==> src/stochastic_vol_rate_path_step_core_assert.svh <==
// Assertion macros for the stochastic volatility path step core.
`ifndef STOCHASTIC_VOL_RATE_PATH_STEP_CORE_ASSERT_SVH
`define STOCHASTIC_VOL_RATE_PATH_STEP_CORE_ASSERT_SVH

// Same-cycle implication, sampled on i_clk, off while in reset.
`define SVRP_ASSERT_IMP(lbl, ante, cons, msg) \
    lbl: assert property (@(posedge i_clk) disable iff (!i_rst_n) (ante) |-> (cons)) \
        else $error(msg);

// Next-cycle implication.
`define SVRP_ASSERT_NXT(lbl, ante, cons, msg) \
    lbl: assert property (@(posedge i_clk) disable iff (!i_rst_n) (ante) |=> (cons)) \
        else $error(msg);

`endif

==> src/svrps_pkg.sv <==
// Types, constants and the step microcode for the stochastic volatility path step core.
package svrps_pkg;

    localparam int PATH_STEPS = 100;
    localparam int IDX_W      = 12;
    localparam int PC_W       = 6;
    localparam logic [PC_W-1:0] PC_LAST = PC_W'(36);

    localparam logic signed [31:0] FX_ONE  = 32'sd1048576;
    localparam logic signed [31:0] FX_DT   = 32'sd10486;
    localparam logic signed [31:0] FX_SQDT = 32'sd104858;
    localparam logic signed [31:0] S32_MAX = 32'sh7FFF_FFFF;
    localparam logic signed [31:0] S32_MIN = 32'sh8000_0000;

    typedef enum logic [2:0] {
        CFG_KAPPA = 3'd0,
        CFG_THETA = 3'd1,
        CFG_LAMBDA = 3'd2,
        CFG_NU    = 3'd3,
        CFG_ETA   = 3'd4,
        CFG_ALPHA = 3'd5,
        CFG_RSV   = 3'd6,
        CFG_RSR   = 3'd7
    } t_cfg_idx;

    typedef enum logic [1:0] {
        K_MUL  = 2'd0,
        K_SQRT = 2'd1,
        K_ADD  = 2'd2,
        K_SUB  = 2'd3
    } t_kind;

    typedef enum logic [4:0] {
        SRC_T0, SRC_T1, SRC_T2, SRC_T3, SRC_T4, SRC_T5, SRC_T6, SRC_T7,
        SRC_ZERO, SRC_ONE, SRC_DT, SRC_SQDT,
        SRC_ZS, SRC_ZV, SRC_ZR,
        SRC_R, SRC_S, SRC_A, SRC_CUM,
        SRC_KAP, SRC_THET, SRC_LAM, SRC_NU, SRC_ETA, SRC_ALP, SRC_RSV, SRC_RSR
    } t_src;

    typedef struct packed {
        t_kind      kind;
        t_src       a;
        t_src       b;
        logic       add_t3;   // three-term add, third term is T3
        logic [2:0] dst;
    } t_uop;

    function automatic t_uop mk(t_kind k, t_src a, t_src b, logic c, logic [2:0] d);
        t_uop u;
        u.kind   = k;
        u.a      = a;
        u.b      = b;
        u.add_t3 = c;
        u.dst    = d;
        return u;
    endfunction

    function automatic logic signed [31:0] sat48(logic signed [47:0] v);
        logic signed [31:0] r;
        if (v > 48'(S32_MAX)) r = S32_MAX;
        else if (v < 48'(S32_MIN)) r = S32_MIN;
        else r = v[31:0];
        return r;
    endfunction

    // One Euler step: rate, then volatility, then asset, then running sum.
    function automatic t_uop ucode(logic [PC_W-1:0] pc);
        t_uop u;
        case (pc)
            6'd0:  u = mk(K_MUL,  SRC_ZS,   SRC_SQDT, 1'b0, 3'd0);
            6'd1:  u = mk(K_MUL,  SRC_RSR,  SRC_RSR,  1'b0, 3'd1);
            6'd2:  u = mk(K_SUB,  SRC_ONE,  SRC_T1,   1'b0, 3'd1);
            6'd3:  u = mk(K_SQRT, SRC_T1,   SRC_ZERO, 1'b0, 3'd1);
            6'd4:  u = mk(K_MUL,  SRC_ZR,   SRC_SQDT, 1'b0, 3'd2);
            6'd5:  u = mk(K_MUL,  SRC_T1,   SRC_T2,   1'b0, 3'd2);
            6'd6:  u = mk(K_MUL,  SRC_RSR,  SRC_T0,   1'b0, 3'd1);
            6'd7:  u = mk(K_ADD,  SRC_T1,   SRC_T2,   1'b0, 3'd1);
            6'd8:  u = mk(K_MUL,  SRC_ETA,  SRC_R,    1'b0, 3'd2);
            6'd9:  u = mk(K_SUB,  SRC_NU,   SRC_T2,   1'b0, 3'd2);
            6'd10: u = mk(K_MUL,  SRC_T2,   SRC_DT,   1'b0, 3'd2);
            6'd11: u = mk(K_MUL,  SRC_ALP,  SRC_R,    1'b0, 3'd3);
            6'd12: u = mk(K_SQRT, SRC_T3,   SRC_ZERO, 1'b0, 3'd3);
            6'd13: u = mk(K_MUL,  SRC_T3,   SRC_T1,   1'b0, 3'd3);
            6'd14: u = mk(K_ADD,  SRC_R,    SRC_T2,   1'b1, 3'd4);
            6'd15: u = mk(K_MUL,  SRC_RSV,  SRC_RSV,  1'b0, 3'd1);
            6'd16: u = mk(K_SUB,  SRC_ONE,  SRC_T1,   1'b0, 3'd1);
            6'd17: u = mk(K_SQRT, SRC_T1,   SRC_ZERO, 1'b0, 3'd1);
            6'd18: u = mk(K_MUL,  SRC_ZV,   SRC_SQDT, 1'b0, 3'd2);
            6'd19: u = mk(K_MUL,  SRC_T1,   SRC_T2,   1'b0, 3'd2);
            6'd20: u = mk(K_MUL,  SRC_RSV,  SRC_T0,   1'b0, 3'd1);
            6'd21: u = mk(K_ADD,  SRC_T1,   SRC_T2,   1'b0, 3'd1);
            6'd22: u = mk(K_SUB,  SRC_THET, SRC_S,    1'b0, 3'd2);
            6'd23: u = mk(K_MUL,  SRC_KAP,  SRC_T2,   1'b0, 3'd2);
            6'd24: u = mk(K_MUL,  SRC_T2,   SRC_DT,   1'b0, 3'd2);
            6'd25: u = mk(K_SQRT, SRC_S,    SRC_ZERO, 1'b0, 3'd3);
            6'd26: u = mk(K_MUL,  SRC_LAM,  SRC_T3,   1'b0, 3'd3);
            6'd27: u = mk(K_MUL,  SRC_T3,   SRC_T1,   1'b0, 3'd3);
            6'd28: u = mk(K_ADD,  SRC_S,    SRC_T2,   1'b1, 3'd5);
            6'd29: u = mk(K_MUL,  SRC_R,    SRC_DT,   1'b0, 3'd1);
            6'd30: u = mk(K_MUL,  SRC_S,    SRC_DT,   1'b0, 3'd2);
            6'd31: u = mk(K_SQRT, SRC_T2,   SRC_ZERO, 1'b0, 3'd2);
            6'd32: u = mk(K_MUL,  SRC_T2,   SRC_ZS,   1'b0, 3'd2);
            6'd33: u = mk(K_ADD,  SRC_T1,   SRC_T2,   1'b0, 3'd1);
            6'd34: u = mk(K_MUL,  SRC_A,    SRC_T1,   1'b0, 3'd1);
            6'd35: u = mk(K_ADD,  SRC_A,    SRC_T1,   1'b0, 3'd6);
            6'd36: u = mk(K_ADD,  SRC_CUM,  SRC_T4,   1'b0, 3'd7);
            default: u = mk(K_ADD, SRC_ZERO, SRC_ZERO, 1'b0, 3'd0);
        endcase
        return u;
    endfunction

endpackage

==> src/stochastic_vol_rate_path_step_core.sv <==
// Euler step of a correlated asset / volatility / short-rate path, microcoded.
//
// Input stream (s_axis): tuser = start_path. A start transaction loads the
// initial asset, volatility and rate; any other transaction applies three
// Q4.12 normal draws and advances the stored state one time step.
// Output stream (m_axis): one transaction per input, carrying the state after
// it, the running rate sum and the step index; tlast marks the final step.
// Config: i_cfg_we writes i_cfg_wdata into register i_cfg_idx at once.
// A start goes from acceptance straight to the output state, which commits it.
// An advance runs a 37-entry microprogram on one radix-16 serial multiplier
// (21 products) and one bit-pair serial square root (5 roots) plus 11 adds
// done in the issue state. One item is in flight at a time; s_axis_tready
// rises again once the result sits in the output register, so the next item
// is accepted while that result waits.
// If m_axis_tready is low, the next result holds at its commit step until the
// output register frees up. Reset clears state, step count and valid flags
// and restores the register defaults; no clearing pass is needed.
module stochastic_vol_rate_path_step_core (
    input  logic           i_clk,
    input  logic           i_rst_n,
    input  logic           s_axis_tvalid,
    output logic           s_axis_tready,
    // init_asset, init_vol, init_rate, shock_asset, shock_vol, shock_rate
    input  logic [143:0]   s_axis_tdata,
    // start_path
    input  logic           s_axis_tuser,
    output logic           m_axis_tvalid,
    input  logic           m_axis_tready,
    // asset_out, vol_out, rate_out, cum_rate_out, step_index, zero pad
    output logic [143:0]   m_axis_tdata,
    // last_step
    output logic           m_axis_tlast,
    input  logic           i_cfg_we,
    input  svrps_pkg::t_cfg_idx i_cfg_idx,
    input  logic [31:0]    i_cfg_wdata
);
    import svrps_pkg::*;

    typedef enum logic [2:0] {ST_IDLE, ST_ISSUE, ST_MUL, ST_SQRT, ST_OUT} t_state;

    t_state r_state;
    logic [PC_W-1:0] r_pc;
    logic r_start;

    logic [30:0] r_kap, r_thet, r_lam, r_alp;
    logic signed [31:0] r_nu, r_eta;
    logic signed [21:0] r_rsv, r_rsr;

    logic signed [31:0] r_a, r_s, r_r, r_cum;
    logic [IDX_W-1:0] r_cnt;

    logic signed [31:0] r_in_a, r_in_s, r_in_r;
    logic signed [15:0] r_zs, r_zv, r_zr;

    logic signed [31:0] r_t0, r_t1, r_t2, r_t3, r_t4, r_t5, r_t6, r_t7;

    logic signed [31:0] r_ma, r_mb;
    logic signed [67:0] r_mp;
    logic [2:0] r_mcnt;

    logic [51:0] r_sn;
    logic [27:0] r_srem;
    logic [25:0] r_sroot;
    logic [4:0]  r_scnt;

    logic r_ovalid, r_olast;
    logic signed [31:0] r_oa, r_os, r_or, r_ocum;
    logic [IDX_W-1:0] r_oidx;

    t_uop w_u;
    logic signed [31:0] w_opa, w_opb, w_res_alu, w_res_mul;
    logic signed [4:0]  w_dig;
    logic signed [36:0] w_pp;
    logic signed [67:0] w_mp_nxt;
    logic [29:0] w_rem2, w_trial;
    logic w_ge;
    logic [IDX_W-1:0] w_cnt_nxt;
    logic w_out_free;

    function automatic logic signed [31:0] scale_z(logic signed [15:0] z);
        return {{8{z[15]}}, z, 8'd0};
    endfunction

    function automatic logic signed [31:0] pick(t_src s);
        logic signed [31:0] v;
        case (s)
            SRC_T0:   v = r_t0;
            SRC_T1:   v = r_t1;
            SRC_T2:   v = r_t2;
            SRC_T3:   v = r_t3;
            SRC_T4:   v = r_t4;
            SRC_T5:   v = r_t5;
            SRC_T6:   v = r_t6;
            SRC_T7:   v = r_t7;
            SRC_ONE:  v = FX_ONE;
            SRC_DT:   v = FX_DT;
            SRC_SQDT: v = FX_SQDT;
            SRC_ZS:   v = scale_z(r_zs);
            SRC_ZV:   v = scale_z(r_zv);
            SRC_ZR:   v = scale_z(r_zr);
            SRC_R:    v = r_r;
            SRC_S:    v = r_s;
            SRC_A:    v = r_a;
            SRC_CUM:  v = r_cum;
            SRC_KAP:  v = {1'b0, r_kap};
            SRC_THET: v = {1'b0, r_thet};
            SRC_LAM:  v = {1'b0, r_lam};
            SRC_NU:   v = r_nu;
            SRC_ETA:  v = r_eta;
            SRC_ALP:  v = {1'b0, r_alp};
            SRC_RSV:  v = 32'(r_rsv);
            SRC_RSR:  v = 32'(r_rsr);
            default:  v = '0;
        endcase
        return v;
    endfunction

    always_comb begin
        w_u   = ucode(r_pc);
        w_opa = pick(w_u.a);
        w_opb = pick(w_u.b);
        if (w_u.kind == K_SUB) begin
            w_res_alu = sat48(48'(w_opa) - 48'(w_opb));
        end else begin
            w_res_alu = sat48(48'(w_opa) + 48'(w_opb) + (w_u.add_t3 ? 48'(r_t3) : 48'sd0));
        end
        // top digit of the multiplier is signed
        w_dig     = (r_mcnt == 3'd7) ? {r_mb[3], r_mb[3:0]} : {1'b0, r_mb[3:0]};
        w_pp      = r_ma * w_dig;
        w_mp_nxt  = (r_mp >>> 4) + (68'(w_pp) <<< 32);
        // product is w_mp_nxt / 16; result is floor(product / 2^20)
        w_res_mul = sat48(48'($signed(w_mp_nxt[67:24])));
        w_rem2    = {r_srem, r_sn[51:50]};
        w_trial   = {2'b00, r_sroot, 2'b01};
        w_ge      = (w_rem2 >= w_trial);
        w_cnt_nxt = (r_cnt < IDX_W'(PATH_STEPS - 1)) ? r_cnt + 1'b1 : r_cnt;
        w_out_free = !r_ovalid || m_axis_tready;
    end

    always_ff @(posedge i_clk) begin
        if (!i_rst_n) begin
            r_kap  <= 31'd104858;
            r_thet <= 31'd104858;
            r_lam  <= 31'd104858;
            r_nu   <= 32'sd104858;
            r_eta  <= 32'sd104858;
            r_alp  <= 31'd20972;
            r_rsv  <= 22'sd104858;
            r_rsr  <= 22'sd104858;
        end else if (i_cfg_we) begin
            unique case (i_cfg_idx)
                CFG_KAPPA:  r_kap  <= i_cfg_wdata[30:0];
                CFG_THETA:  r_thet <= i_cfg_wdata[30:0];
                CFG_LAMBDA: r_lam  <= i_cfg_wdata[30:0];
                CFG_NU:     r_nu   <= i_cfg_wdata;
                CFG_ETA:    r_eta  <= i_cfg_wdata;
                CFG_ALPHA:  r_alp  <= i_cfg_wdata[30:0];
                CFG_RSV:    r_rsv  <= i_cfg_wdata[21:0];
                CFG_RSR:    r_rsr  <= i_cfg_wdata[21:0];
            endcase
        end
    end

    always_ff @(posedge i_clk) begin
        if (!i_rst_n) begin
            r_state  <= ST_IDLE;
            r_pc     <= '0;
            r_start  <= 1'b0;
            r_a      <= '0;
            r_s      <= '0;
            r_r      <= '0;
            r_cum    <= '0;
            r_cnt    <= '0;
            r_ovalid <= 1'b0;
            r_olast  <= 1'b0;
            r_mcnt   <= '0;
            r_scnt   <= '0;
        end else begin
            if (r_ovalid && m_axis_tready && r_state != ST_OUT) r_ovalid <= 1'b0;
            unique case (r_state)
                ST_IDLE: begin
                    if (s_axis_tvalid) begin
                        r_start <= s_axis_tuser;
                        r_in_a  <= s_axis_tdata[31:0];
                        r_in_s  <= s_axis_tdata[63:32];
                        r_in_r  <= s_axis_tdata[95:64];
                        r_zs    <= s_axis_tdata[111:96];
                        r_zv    <= s_axis_tdata[127:112];
                        r_zr    <= s_axis_tdata[143:128];
                        r_pc    <= '0;
                        r_state <= s_axis_tuser ? ST_OUT : ST_ISSUE;
                    end
                end
                ST_ISSUE: begin
                    unique case (w_u.kind)
                        K_MUL: begin
                            r_ma    <= w_opa;
                            r_mb    <= w_opb;
                            r_mp    <= '0;
                            r_mcnt  <= '0;
                            r_state <= ST_MUL;
                        end
                        K_SQRT: begin
                            r_sn    <= (w_opa > 32'sd0) ? {1'b0, w_opa[30:0], 20'd0} : '0;
                            r_srem  <= '0;
                            r_sroot <= '0;
                            r_scnt  <= '0;
                            r_state <= ST_SQRT;
                        end
                        K_ADD, K_SUB: begin
                            case (w_u.dst)
                                3'd0: r_t0 <= w_res_alu;
                                3'd1: r_t1 <= w_res_alu;
                                3'd2: r_t2 <= w_res_alu;
                                3'd3: r_t3 <= w_res_alu;
                                3'd4: r_t4 <= w_res_alu;
                                3'd5: r_t5 <= w_res_alu;
                                3'd6: r_t6 <= w_res_alu;
                                default: r_t7 <= w_res_alu;
                            endcase
                            r_pc    <= r_pc + 1'b1;
                            r_state <= (r_pc == PC_LAST) ? ST_OUT : ST_ISSUE;
                        end
                    endcase
                end
                ST_MUL: begin
                    r_mp   <= w_mp_nxt;
                    r_mb   <= r_mb >>> 4;
                    r_mcnt <= r_mcnt + 1'b1;
                    if (r_mcnt == 3'd7) begin
                        case (w_u.dst)
                            3'd0: r_t0 <= w_res_mul;
                            3'd1: r_t1 <= w_res_mul;
                            3'd2: r_t2 <= w_res_mul;
                            3'd3: r_t3 <= w_res_mul;
                            3'd4: r_t4 <= w_res_mul;
                            3'd5: r_t5 <= w_res_mul;
                            3'd6: r_t6 <= w_res_mul;
                            default: r_t7 <= w_res_mul;
                        endcase
                        r_pc    <= r_pc + 1'b1;
                        r_state <= ST_ISSUE;
                    end
                end
                ST_SQRT: begin
                    r_sn   <= {r_sn[49:0], 2'b00};
                    r_scnt <= r_scnt + 1'b1;
                    if (w_ge) begin
                        r_srem  <= 28'(w_rem2 - w_trial);
                        r_sroot <= {r_sroot[24:0], 1'b1};
                    end else begin
                        r_srem  <= w_rem2[27:0];
                        r_sroot <= {r_sroot[24:0], 1'b0};
                    end
                    if (r_scnt == 5'd25) begin
                        case (w_u.dst)
                            3'd0: r_t0 <= {6'd0, r_sroot[24:0], w_ge};
                            3'd1: r_t1 <= {6'd0, r_sroot[24:0], w_ge};
                            3'd2: r_t2 <= {6'd0, r_sroot[24:0], w_ge};
                            3'd3: r_t3 <= {6'd0, r_sroot[24:0], w_ge};
                            default: r_t4 <= {6'd0, r_sroot[24:0], w_ge};
                        endcase
                        r_pc    <= r_pc + 1'b1;
                        r_state <= ST_ISSUE;
                    end
                end
                ST_OUT: begin
                    if (w_out_free) begin
                        if (r_start) begin
                            r_a <= r_in_a; r_s <= r_in_s; r_r <= r_in_r; r_cum <= r_in_r;
                            r_cnt <= '0;
                            r_oa <= r_in_a; r_os <= r_in_s; r_or <= r_in_r; r_ocum <= r_in_r;
                            r_oidx  <= '0;
                            r_olast <= (IDX_W'(PATH_STEPS - 1) == '0);
                        end else begin
                            r_a <= r_t6; r_s <= r_t5; r_r <= r_t4; r_cum <= r_t7;
                            r_cnt <= w_cnt_nxt;
                            r_oa <= r_t6; r_os <= r_t5; r_or <= r_t4; r_ocum <= r_t7;
                            r_oidx  <= w_cnt_nxt;
                            r_olast <= (w_cnt_nxt == IDX_W'(PATH_STEPS - 1));
                        end
                        r_ovalid <= 1'b1;
                        r_state  <= ST_IDLE;
                    end
                end
                default: r_state <= ST_IDLE;
            endcase
        end
    end

    assign s_axis_tready = (r_state == ST_IDLE);
    assign m_axis_tvalid = r_ovalid;
    assign m_axis_tlast  = r_olast;
    assign m_axis_tdata  = {4'd0, r_oidx, r_ocum, r_or, r_os, r_oa};

`include "stochastic_vol_rate_path_step_core_assert.svh"

    `SVRP_ASSERT_NXT(a_one_in_flight, s_axis_tvalid && s_axis_tready, !s_axis_tready,
        "second transaction accepted while one is in flight")
    `SVRP_ASSERT_IMP(a_pc_range, r_state == ST_ISSUE, r_pc <= PC_LAST,
        "microprogram counter past end")
    `SVRP_ASSERT_IMP(a_last_flag, m_axis_tvalid,
        m_axis_tlast == (r_oidx == IDX_W'(PATH_STEPS - 1)), "last flag disagrees with index")
    `SVRP_ASSERT_IMP(a_cnt_range, 1'b1, r_cnt <= IDX_W'(PATH_STEPS - 1),
        "step count beyond path end")

endmodule

==> config.mk <==
export PLATFORM = sky130hd
export DESIGN_NAME = stochastic_vol_rate_path_step_core
export DESIGN_NICKNAME = d
export VERILOG_FILES = /design/src/svrps_pkg.sv /design/src/stochastic_vol_rate_path_step_core.sv
export VERILOG_INCLUDE_DIRS = /design/src /design/src/src
export SDC_FILE = /design/constraint.sdc
export NUM_CORES = 2
export LEC_CHECK = 0
export BUFFER_PORTS_ARGS = -buffer_cell sky130_fd_sc_hd__buf_2
export CAP_MARGIN = 10
export CORE_ASPECT_RATIO = 1.75
export CORE_MARGIN = 2
export CORE_UTILIZATION = 30
export CTS_BUF_LIST = sky130_fd_sc_hd__clkbuf_4 sky130_fd_sc_hd__clkbuf_8
export CTS_CLUSTER_DIAMETER = 120
export CTS_CLUSTER_SIZE = 8
export DETAILED_ROUTE_END_ITERATION = 10
export SLEW_MARGIN = 20
export SYNTH_ARGS = -nofsm -noshare
export SYNTH_HDL_FRONTEND = slang
export SYNTH_SLANG_ARGS = --single-unit
==> constraint.sdc <==
create_clock -name i_clk -period 7.2 [get_ports i_clk]
set_input_delay 1.44 -clock i_clk [delete_from_list [all_inputs] [get_ports i_clk]]
set_output_delay 1.44 -clock i_clk [all_outputs]
set_load 0.05 [all_outputs]
Word level (Yosys, flattened, before mapping) --
Memory sizes are Yosys's and may differ from the RTL's. A register that Yosys moved wholly into a read port is not among the register bits. Cells that the tools add are included.
Storage, ports and cells: bits in registers 1170, ROM bits 1024, input port bits 185, memories 1
Operators by class: add/subtract/negate cells 9, $mul 1, order comparisons 9, eq/ne operators 103, muxes and demuxes 103, bitwise gates (word level) 1, reduce and logical (&&, ||, !) cells 45
Memories:
- (name not given) | depth 64, bits a word 16, read ports 1, clocked after Yosys merged registers in 1, wr ports 0, line svrps_pkg.sv:70 | case (pc)
Operators with widths (number):
- $mux 32 | 54
- $pmux 32 s26 | 2
- $pmux 32 s3 | 5
- $pmux 32 s2 | 4
- $pmux 68 s2 | 1
- $eq 5x5->1 const B | 23
- $pmux 52 s2 | 1
- $eq 5x4->1 const B | 14
- $add 64x68->68 | 1
- $mux 68 | 1
- $mux 28 | 2
- $pmux 28 s2 | 1
- $mux 52 | 1
- $ne 2x2->1 const B | 26
- $pmux 26 s2 | 1
- $mux 51 | 1
- $add 33x48->48 | 1
- $gt 48x32->1 const B | 1
- $lt 48x32->1 const B | 1
- $mux 48 | 1
- $gt 44x32->1 const B | 1
- $lt 44x32->1 const B | 1
- $eq 5x3->1 const B | 8
- $reduce_and 8->1 | 5
- other kinds (53) | 114

Longest topological paths before layout --
word-level depth 11, gate-level depth with buffers 34

Least setup slack after synthesis --
No wires, ideal clock.
kind register -> register, start register r_mcnt[0], end register r_t0[23], data pin, library setup time 304 ps, arrival 7511 ps, path slack -614 ps, cell stages (with the launch flop) 35, clock period less this slack 7814 ps, cell sequence dfxtp_1 ha_1 ha_1 nand2_1 clkbuf_1 inv_1 fa_1 inv_1 fa_1 fa_1 inv_1 fa_1 a211oi_1 o21ai_1 o211a_1 o21a_1 nand3_1 nand3_1 a21o_1 a21oi_1 xnor2_1 ha_1 a21oi_1 o21ai_1 or4_1 a21oi_2 o211ai_2 o31a_1 xnor2_2 and4_1 nand4_1 o311ai_2 buf_6 buf_8 o2111ai_1
Between the ends: cells in the longest elaborated chain, start to end 10
RTL lines:
- from (decl) | line stochastic_vol_rate_path_step_core.sv:59 | logic [2:0] r_mcnt;
- from (signal assigned) | line stochastic_vol_rate_path_step_core.sv:229 | r_mcnt <= r_mcnt + 1'b1;
- $eq 3x3->1 (*) | line stochastic_vol_rate_path_step_core.sv:128 | w_dig = (r_mcnt == 3'd7) ? {r_mb[3], r_mb[3:0]} : {1'b0, r_mb[3:0]};
- $mux 5 (*) | line stochastic_vol_rate_path_step_core.sv:128
- $mul 32x5->36 (*) | line stochastic_vol_rate_path_step_core.sv:129 | w_pp = r_ma * w_dig;
- $add 64x68->68 (*) | line stochastic_vol_rate_path_step_core.sv:130 | w_mp_nxt = (r_mp >>> 4) + (68'(w_pp) <<< 32);
- $lt 44x32->1 | line svrps_pkg.sv:62 | else if (v < 48'(S32_MIN)) r = S32_MIN;
- $mux 32 | line svrps_pkg.sv:62
- $mux 32 (*) | line svrps_pkg.sv:61 | if (v > 48'(S32_MAX)) r = S32_MAX;
- $mux 32 (*) | line stochastic_vol_rate_path_step_core.sv:231 | case (w_u.dst)
- $mux 32 (*) | line stochastic_vol_rate_path_step_core.sv:230 | if (r_mcnt == 3'd7) begin
- $pmux 32 s3 (*) | line stochastic_vol_rate_path_step_core.sv:180 | unique case (r_state)
- to (signal assigned) | line stochastic_vol_rate_path_step_core.sv:212 | 3'd0: r_t0 <= w_res_alu;
- to (signal assigned) | line stochastic_vol_rate_path_step_core.sv:232 | 3'd0: r_t0 <= w_res_mul;
- to (signal assigned) | line stochastic_vol_rate_path_step_core.sv:257 | 3'd0: r_t0 <= {6'd0, r_sroot[24:0], w_ge};
- to (decl) | line stochastic_vol_rate_path_step_core.sv:55 | logic signed [31:0] r_t0, r_t1, r_t2, r_t3, r_t4, r_t5, r_t6, r_t7;
Mark *: on every way between the ends. The rest lies on a longest branch, timed or not. The select of a mux whose other input is x is not followed. A chain may end at the register's enable or synchronous reset.

Worst setup path after layout --
start register r_mcnt[1], end register r_t7[18], data pin
Between the ends: cells in the longest elaborated chain, start to end 10
RTL lines:
- $eq 3x3->1 (*) | line stochastic_vol_rate_path_step_core.sv:128
- $mux 5 (*) | line stochastic_vol_rate_path_step_core.sv:128
- $mul 32x5->36 (*) | line stochastic_vol_rate_path_step_core.sv:129
- $add 64x68->68 (*) | line stochastic_vol_rate_path_step_core.sv:130
- $lt 44x32->1 | line svrps_pkg.sv:62
- $mux 32 | line svrps_pkg.sv:62
- $mux 32 (*) | line svrps_pkg.sv:61
- $mux 32 (*) | line stochastic_vol_rate_path_step_core.sv:231
- $mux 32 (*) | line stochastic_vol_rate_path_step_core.sv:230
- $pmux 32 s2 (*) | line stochastic_vol_rate_path_step_core.sv:180
- to (signal assigned) | line stochastic_vol_rate_path_step_core.sv:219 | default: r_t7 <= w_res_alu;
- to (signal assigned) | line stochastic_vol_rate_path_step_core.sv:239 | default: r_t7 <= w_res_mul;
- to (decl) | line stochastic_vol_rate_path_step_core.sv:55
Marks and branches as above.

==> results.py <==
metrics = {
    "timing": {
        "setup_tns_ns": -183.51,
        "clock_skew_ns": 0.1153,
        "slew_viol_final": 0,
        "finalSetupViolCount": 253,
        "period_needed_ns": 8.057,
        "slew_headroom": 0.1895,
        "fmax_mhz": 124.1,
        "period_share": 1.119,
        "hold_violations": 0,
        "rsz0062_at_grt": "yes",
        "worst_pin_slew_ns": 1.216,
        "fin_ws_ns": -0.8573,
    },
    "synthesis": {
        "yosys.area.top_type": "edfxtp_1",
        "ys_ff_latch": 1138,
        "synth.avg_cell_area_sq_um": 9.822,
        "synth_area_sq_um": 63670,
        "synthArstFlopShare": 0,
        "yosys_warnings": 0,
        "syn_inst": 6483,
        "synth_top_area_share": 0.3443,
        "ys.flop_type": "edfxtp_1",
        "yosys-top-cells-area": "edfxtp_1, dfxtp_1, nand2_1",
        "seq_area_frac_synth": 0.4725,
        "synth_edf_count": 730,
        "synth.distinct_cells": 98,
    },
    "die": {
        "core_sq_um": 210900,
        "dieArea_sq_um": 216100,
        "die_h_microns": 613.5,
        "ios": 332,
        "die_w_microns": 352.3,
        "start_util": 0.3019,
        "rows": 223,
    },
    "finish": {
        "nNetsFinal": 8001,
        "top_register": "r_mp",
        "fin_util": 0.3800,
        "areaGrowthSynthToFinish_pct": 25.88,
        "nFillCells": 21308,
        "layout-drive-gt1-share": 0.2432,
        "largest_register_ffs": 40,
        "multiInputGateArea_sq_um": 31950,
        "regArea_sq_um": 30100,
    },
    "pwr": {
        "clkPwrFrac": 0.277,
        "sequentialPowerShare": 0.378,
        "p_int_w": 0.01311,
        "powerDensity_nw_per_um2": 249.3,
        "swShare": 0.3440,
        "cellLeakagePower_nw": 31.12,
        "vdd_drop_max_uv": 190.5,
        "p_sw_w": 0.006873,
        "combPwrFrac": 0.344,
    },
    "route": {
        "wirelength_microns": 343200,
        "drc_errors": 4,
        "drt-initial-drc-count": 7896,
        "route.vias.total": 61591,
        "vias_per_cell": 5.910,
        "drt.antenna.violating_nets": 0,
        "wl_per_cell_microns": 32.93,
        "dr.pass1.iters": 11,
    },
    "clock_network": {
        "cts.sinks": 1138,
        "root_buffer": "clkbuf_8",
        "cts_hold_buf": 0,
        "clk-insertion-delay-late_ns": 1.03,
        "cts_tree": "done",
        "clk_pin_slew_ns": 0.07,
        "htree_levels": 4,
        "cts_max_path_buffers": 4,
        "cts_buffers": 168,
    },
    "worst_setup_path": {
        "reg2reg_to": "r_t7[18]$_DFFE_PP_",
        "critPathArrivalTime_ns": 8.82,
        "cp_max_fo": 7,
        "critPathKind": "reg2reg",
        "crit_path_start_kind": "flip-flop",
        "crit_path_end_kind": "flip-flop",
        "path_buf_inv": 6,
        "crit_path_max_incr_delay_ns": 0.58,
        "r2r_slack_ns": -0.86,
        "cpMaxStageDelayCell": "or4_4",
        "crit_family": "adder cells",
        "rr_startpoint": "r_mcnt[1]$_SDFFE_PN0P_",
        "reg2regPathDepth": 35,
        "worstPathRequired_ns": 7.96,
    },
    "global_routing": {
        "first_global_vias": 61776,
        "grt.total_usage": 0.3073,
        "grt_pass1_wl_microns": 469200,
        "grt_overflow": 0,
        "antenna_found_initial": 29,
        "grt_max_degree": 137,
    },
    "hold_path": {
        "worstHoldStart": "m_axis_tlast$_SDFFE_PN0P_",
        "hold_depth": 2,
        "hp-class": "reg2reg",
        "min_to": "m_axis_tlast$_SDFFE_PN0P_",
    },
    "placed_design": {
        "pre_cts_slack_ns": -1.074,
        "place.gp.congestion": 1.051,
        "hpwl_microns": 245500,
        "portBuffers": 327,
    },
    "job": {
        "cap_violations": 0,
    },
    "run_status": {
        "violations": "design-rule violations, negative setup slack",
        "status": "finished, violations left",
    },
}
## what timing repair did
action | 4_1_cts | 5_1_grt
setup endpoints to repair | 261 | 260
buffers inserted | 30 | 33
gates resized for setup | 87 | 104
pin swaps | 64 | 57
cloned | 5 | 4
## metal layers
metal | routed length, microns | share of wire | up-vias | GRT usage
met4 | 41760 | 0.12 | 10 | 0.2997
met3 | 32830 | 0.096 | 1824 | 0.08576
li1 | - | - | 25580 | -
met2 | 159600 | 0.47 | 4216 | 0.5113
met1 | 108900 | 0.32 | 29961 | 0.3064
met5 | 119 | 0.00035 | - | 0.002472
## how the worst max path moves through the flow
stage,cells past startpoint,from,end
2_1_floorplan,34,r_mcnt[0]$_SDFFE_PN0P_,r_t0[23]$_DFFE_PP_
3_3_place_gp,32,r_mcnt[1]$_SDFFE_PN0P_,r_t0[14]$_DFFE_PP_
3_5_place_dp,33,r_mcnt[1]$_SDFFE_PN0P_,r_t0[21]$_DFFE_PP_
4_1_cts,33,r_mcnt[1]$_SDFFE_PN0P_,r_t3[18]$_DFFE_PP_
5_1_grt,36,r_mcnt[1]$_SDFFE_PN0P_,r_t2[13]$_DFFE_PP_
6_report,35,r_mcnt[1]$_SDFFE_PN0P_,r_t7[18]$_DFFE_PP_
## logic make-up (layout without fill, tap and decap cells)
kind of cell             count (synthesis)  in the layout  synth area share
AND/OR/NAND/NOR                       2145           2146            0.1533
AO/OA/AOI/OAI                         1791           1791            0.2052
flip-flops                            1138           1138            0.4725
buffers and inverters                  834           1938           0.05105
adder cells (fa/ha/maj)                344            344           0.08300
XOR/XNOR                               137            137           0.01896
multiplexers                            93             93           0.01596
other                                    1             23        0.00005889
## tightest hold or removal path, stage by stage, from the launching register on
cell	delay (ns)
dfxtp_1	0.31
nand2_1	0.05
a21boi_0	0.06
## layout by cell type, fill, tap and decap left out, types with 203 or more instances in the layout
master    count
inv_1       416
dfxtp_1     404
nor2_1      307
a22oi_1     320
buf_4       788
nand2_1     999
o21ai_0     203
edfxtp_1    730
buf_2       326
a21boi_0    305
## per-stage QoR
step,cell area [sq um],hold slack (ns),std cells,total power (W)
2_1_floorplan,63930,0.4319,6486,0.01067
3_3_place_gp,75170,0.4604,10049,0.01360
3_5_place_dp,75200,0.4647,10050,0.01366
4_1_cts,79260,0.4739,10372,0.01943
5_1_grt,80120,0.4961,10410,0.02062
6_report,80150,0.4750,10422,0.01998
## cell usage after synthesis, types with 42 or more instances
| library cell | instances |
|---|---|
| a21boi_0 | 305 |
| a21o_1 | 77 |
| a21oi_1 | 193 |
| a221oi_1 | 149 |
| a22o_1 | 139 |
| a22oi_1 | 320 |
| a31oi_1 | 44 |
| and2_1 | 169 |
| clkbuf_1 | 335 |
| dfxtp_1 | 408 |
| edfxtp_1 | 730 |
| fa_1 | 131 |
| ha_1 | 212 |
| inv_1 | 420 |
| mux2_2 | 68 |
| nand2_1 | 1002 |
| nand2b_1 | 51 |
| nand3_1 | 196 |
| nand4_1 | 118 |
| nor2_1 | 366 |
| nor3_1 | 68 |
| o21ai_0 | 217 |
| o21ai_1 | 42 |
| xnor2_1 | 79 |
| xor2_1 | 57 |
## power by group through the flow
stage / sequential [W] / clock, W / combinational, W
finish: 0.00756 / 0.00554 / 0.00688
CTS: 0.00755 / 0.00558 / 0.00630
global placement: 0.00769 / 0 / 0.00591
global route: 0.00756 / 0.00581 / 0.00725
floorplan: 0.00765 / 0 / 0.00302
detailed placement: 0.00769 / 0 / 0.00597
## layout make-up
| cell class | instances | area share |
|---|---|---|
| diodes | 19 | 0.0005932 |
| clock buffers | 280 | 0.03942 |
| clock inverters | 8 | 0.0007649 |
| inverters | 420 | 0.01967 |
| multi-input cells | 4515 | 0.3986 |
| flip-flops and latches | 1138 | 0.3755 |
| well taps | 2812 | 0.04390 |
| repair buffers | 1230 | 0.1216 |
(Power assumes the default switching activity.)
